### config.mk
export PLATFORM = sky130hd
export DESIGN_NAME = lkv_way_store
export DESIGN_NICKNAME = d
export VERILOG_FILES = /design/src/rtl/lkv_pkg.sv /design/src/rtl/lkv_way_store.sv
export SDC_FILE = /design/constraint.sdc
export NUM_CORES = 1
export LEC_CHECK = 0
export BUFFER_PORTS_ARGS = -buffer_cell sky130_fd_sc_hd__buf_4
export CAP_MARGIN = 20
export CELL_PAD_IN_SITES_DETAIL_PLACEMENT = 0
export CELL_PAD_IN_SITES_GLOBAL_PLACEMENT = 1
export CORE_ASPECT_RATIO = 0.75
export CORE_MARGIN = 5
export CORE_UTILIZATION = 51
export DETAILED_ROUTE_END_ITERATION = 7
export PLACE_DENSITY = 0.81
export SLEW_MARGIN = 20
export SYNTH_ARGS = -nofsm -noshare
export SYNTH_HDL_FRONTEND = slang
export SYNTH_SLANG_ARGS = --single-unit
### constraint.sdc
create_clock -name clk_i -period 1.8 [get_ports clk_i]
set_clock_uncertainty 0.15 [all_clocks]
set_input_delay 0.09 -clock clk_i [delete_from_list [all_inputs] [get_ports clk_i]]
set_output_delay 0.09 -clock clk_i [all_outputs]
set_load 0.05 [all_outputs]
### src/rtl/lkv_pkg.sv
// shared constants and control bundles for the lru key-value cache
package lkv_pkg;

  // default geometry
  localparam int unsigned WaysDef      = 8;
  localparam int unsigned KeyBitsDef   = 10;
  localparam int unsigned ValueBitsDef = 32;

  // capacity register
  localparam int unsigned CapBits = 4;
  localparam logic [CapBits-1:0] CapReset = 4'd8;

  // request codes
  localparam logic OpGet = 1'b0;
  localparam logic OpPut = 1'b1;

  // way store write controls
  typedef struct packed {
    logic entry_we;   // write key and data at the write address
    logic rank_we;    // write rank at the write address
    logic set_valid;  // mark the write address valid
    logic clr_valid;  // drop the victim address
  } way_ctl_t;

  // backing store port controls
  typedef struct packed {
    logic rd_en;
    logic wr_en;
  } bk_ctl_t;

endpackage

### src/rtl/lkv_way_store.sv
// cache ways: key, data and rank memories plus valid flags
module lkv_way_store #(
  parameter int unsigned WAYS       = lkv_pkg::WaysDef,
  parameter int unsigned KEY_BITS   = lkv_pkg::KeyBitsDef,
  parameter int unsigned VALUE_BITS = lkv_pkg::ValueBitsDef,
  localparam int unsigned WB        = (WAYS > 1) ? $clog2(WAYS) : 1
) (
  input  logic                  clk_i,
  input  logic                  rst_ni,
  input  lkv_pkg::way_ctl_t     ctl_i,
  input  logic [WB-1:0]         rd_addr_i,
  input  logic [WB-1:0]         wr_addr_i,
  input  logic [WB-1:0]         clr_addr_i,
  input  logic [KEY_BITS-1:0]   wr_key_i,
  input  logic [VALUE_BITS-1:0] wr_data_i,
  input  logic [WB-1:0]         wr_rank_i,
  output logic [KEY_BITS-1:0]   rd_key_o,
  output logic [VALUE_BITS-1:0] rd_data_o,
  output logic [WB-1:0]         rd_rank_o,
  output logic [WAYS-1:0]       valid_o
);

  logic [KEY_BITS-1:0]   key_mem_q  [WAYS];
  logic [VALUE_BITS-1:0] data_mem_q [WAYS];
  logic [WB-1:0]         rank_mem_q [WAYS];
  logic [KEY_BITS-1:0]   rd_key_q;
  logic [VALUE_BITS-1:0] rd_data_q;
  logic [WB-1:0]         rd_rank_q;
  logic [WAYS-1:0]       valid_q;
  logic [WAYS-1:0]       valid_d;

  // entry and rank memories, read every cycle
  always_ff @(posedge clk_i) begin
    if (ctl_i.entry_we) begin
      key_mem_q[wr_addr_i]  <= wr_key_i;
      data_mem_q[wr_addr_i] <= wr_data_i;
    end
    if (ctl_i.rank_we) begin
      rank_mem_q[wr_addr_i] <= wr_rank_i;
    end
    rd_key_q  <= key_mem_q[rd_addr_i];
    rd_data_q <= data_mem_q[rd_addr_i];
    rd_rank_q <= rank_mem_q[rd_addr_i];
  end

  // next valid flags, set wins over the eviction clear
  always_comb begin
    valid_d = valid_q;
    if (ctl_i.clr_valid) begin
      valid_d[clr_addr_i] = 1'b0;
    end
    if (ctl_i.set_valid) begin
      valid_d[wr_addr_i] = 1'b1;
    end
  end

  // valid flags
  always_ff @(posedge clk_i or negedge rst_ni) begin
    if (!rst_ni) begin
      valid_q <= '0;
    end else begin
      valid_q <= valid_d;
    end
  end

  assign rd_key_o  = rd_key_q;
  assign rd_data_o = rd_data_q;
  assign rd_rank_o = rd_rank_q;
  assign valid_o   = valid_q;

endmodule
==> impl_metrics.yaml <==
power:
  leakage_nw: 6.58
  p_per_area_nw_per_um2: 1100
  ir_drop_mv: 1.21
detailed_routing:
  routed_wire_length_per_instance_um: 22.5
  initialDrtViolationCount: 439
  detail-route-antenna-nets: 0
  drc: 0
  detailedRoute.firstPassIterationCount: 5
  vias_after_detailed_routing: 6852
  post_drt_via_cell_ratio: 5.45
  drt_wl_total_um: 28300
timing:
  finalWorstSetupSlack_ns: 0.113
  max_transition_margin_pct: 67.7
  hold-worst-slack_ns: 0.0961
  tightestPinTransition_ns: 0.480
  final_setup_violation_count: 0
  layout_worst_path_cycle_share_pct: 93.7
  timing.final.hold_violations: 0
  final_period_minus_worst_setup_slack_ns: 1.69
  timing.fmax_mhz: 593
  slew_viol_final: 0
  grt_setup_unrepaired: "no"
global_routing:
  grt_start_max_net_pins: 43
  antenna_found_initial: 1
  globalRouteOverflowTotal: 0
  grt_pass1_wl_um: 43200
  via_count_of_the_first_global_routing_pass: 7319
  grt_usage_pct: 16.9
worst_setup_path:
  worstSetupEndpointType: "register"
  path_class: "primary input to register"
  r2r.worst_path.cells: 2
  cp.arrival_ns: 1.94
  worst-r2r-setup-slack_ns: 0.33
  critical_path.reg2reg.startpoint: "data_mem_q[0][3]"
  worst-endpoint-required_ns: 2.06
  setup.worst_path.start: "rd_addr_i[0]"
  start_kind: "primary input"
  cp_max_fo: 32
  rr_endpoint: "rd_data_o[3]"
  critical_path.endpoint: "rd_data_o[3]"
hold_path:
  min_from: "ctl_i[3]"
  hold_path.class: "primary input to register"
final_layout:
  sequential_cell_area_um2: 11900
  finalCoreUtilization_pct: 64.3
  post_route_cells_drive_above_1_share_pct: 28.5
  multi_input_gate_area_um2: 3200
  final_net_count: 894
  area_growth_pct: 23.5
  n_fill_cell: 1876
floorplan:
  fp-row-count: 54
  initial_core_util_pct: 52.0
  die_area_um2: 33400
  fp.coreArea_um2: 29300
  die_height_um: 160
  die-width_um: 210
  top_level_ports: 113
yosys:
  mappedNetlistArea_um2: 15200
  ys_seq_area_share_pct: 78.2
  synth.net_count: 680
  postSynthRegisterBits: 413
  synthCells: 620
  yosysWarnings: 0
  syn-mean-instance-area_um2: 24.6
  synth.lib_cells_used.distinct: 21
clocking:
  cts_root_buf: "sky130_fd_sc_hd__clkbuf_16"
  cts-htree-levels: 2
  cts_buffers: 38
  cts_setup_buffers: 0
  cts_sinks: 413
  tritoncts: "yes"
  worst_skew_pair.late_latency_ns: 0.53
  clk_pin_slew_ns: 0.06
  clock_tree.buffer_depth: 3
place:
  dp_worst_setup_slack_ns: 0.136
  numPortBuffers: 112
  detailedPlacementHpwl_um: 15800
  finalWeightedCongestion: 0.726
status:
  status: "finished clean"
run:
  cap_viol_max_count: 0
-- flip-flops by register name, indices dropped and copies added, names as in the netlist --
register,count
data_mem_q,256
key_mem_q,80
rd_data_o,32
rank_mem_q,24
rd_key_o,10
valid_o,8
rd_rank_o,3
-- synthesized netlist by cell type, drive strengths merged --
library cell,n,area (um2)
nand2,4,15.0
buf,18,143
nand4,1,6.26
mux2,45,507
mux4,90,2360
nand2b,5,31.3
inv,4,15.0
nor3,4,20.0
edfxtp,360,10800
nor4bb,3,30.0
dfxtp,45,901
clkbuf,9,36.3
nor4b,1,8.76
nand4b,3,26.3
o32ai,2,17.5
o22ai,2,12.5
nor2,12,45.0
dfrtp,8,200
o2bb2ai,4,35.0
-- routing by layer --
metal,vias to the layer above,global-route usage [%],wire [um]
met2,196,29.3,14600
li1,3113,-,-
met3,37,3.47,1820
met4,0,3.88,439
met1,3506,22.5,11400
met5,-,0,0
-- power breakdown --
part	internal, mW	total, mW	switching, mW
clock	4.63	7.90	3.28
combinational	0.784	1.86	1.08
sequential	10.8	11.0	0.135
total	16.2	20.7	4.49
-- how the worst min path moves through the flow --
| stage | to | slack [ns] | cells past startpoint |
|---|---|---|---|
| floorplan | valid_o[0] | -0.36 | 0 |
| global placement | valid_o[0] | -0.24 | 1 |
| detailed placement | valid_o[2] | -0.24 | 1 |
| CTS | data_mem_q[5][9] | 0.07 | 4 |
| global route | key_mem_q[2][6] | 0.08 | 4 |
| finish | key_mem_q[6][9] | 0.1 | 4 |
-- area by class of cell --
type | count | share of cell area, %
clock buffers | 51 | 5.69
multi-input cells | 176 | 17.0
clock inverters | 19 | 0.978
diodes | 1 | 0.0133
repair buffers | 201 | 10.2
inverters | 4 | 0.0799
flip-flops and latches | 413 | 63.4
well taps | 392 | 2.61
-- cell families after synthesis --
kind of cell	count (synthesis)	share of synthesized area, %
AO/OA/AOI/OAI	8	0.427
AND/OR/NAND/NOR	33	1.20
multiplexers	135	18.9
buffers and inverters	31	1.27
flip-flops	413	78.2
-- worst max-delay path: stages --
cell and delay (ns):
sky130_fd_sc_hd__dlygate4sd3_1 0.53, sky130_fd_sc_hd__buf_4 0.18, sky130_fd_sc_hd__buf_12 0.25, sky130_fd_sc_hd__mux4_1 0.59
sky130_fd_sc_hd__mux2_2 0.28
-- per-stage QoR --
step / cell area (um2) / setup TNS (ns) / power (mW) / std cells
after floorplan: 15300 / -7.63 / 12.2 / 620
after global placement: 16900 / 0 / 12.8 / 1120
after detailed placement: 16900 / 0 / 12.9 / 1120
after CTS: 18800 / 0 / 20.9 / 1256
after global routing: 18800 / 0 / 21.5 / 1257
final: 18800 / 0 / 20.7 / 1257
-- layout by cell type (no fill, tap or decap), drive strengths merged --
| cell | Yosys | routed |
|---|---|---|
| nor4bb | 3 | 3 |
| nand2b | 5 | 5 |
| o22ai | 2 | 2 |
| bufinv | 0 | 3 |
| buf | 18 | 135 |
| inv | 4 | 6 |
| o32ai | 2 | 2 |
| clkbuf | 9 | 51 |
| mux4 | 90 | 90 |
| nand2 | 4 | 4 |
| dfrtp | 8 | 8 |
| o2bb2ai | 4 | 4 |
| nor2 | 12 | 12 |
| edfxtp | 360 | 360 |
| mux2 | 45 | 45 |
| clkinv | 0 | 12 |
| nand4 | 1 | 1 |
| nor3 | 4 | 4 |
| dfxtp | 45 | 45 |
| nand4b | 3 | 3 |
| diode | 0 | 1 |
| dlygate4sd3 | 0 | 66 |
| clkinvlp | 0 | 2 |
| nor4b | 1 | 1 |
-- repair_timing --
action	4_1_cts	5_1_grt
hold buffers	66	0
endpoints found under the hold margin	420	0
gates resized for setup	0	0
(Power assumes the default switching activity.)
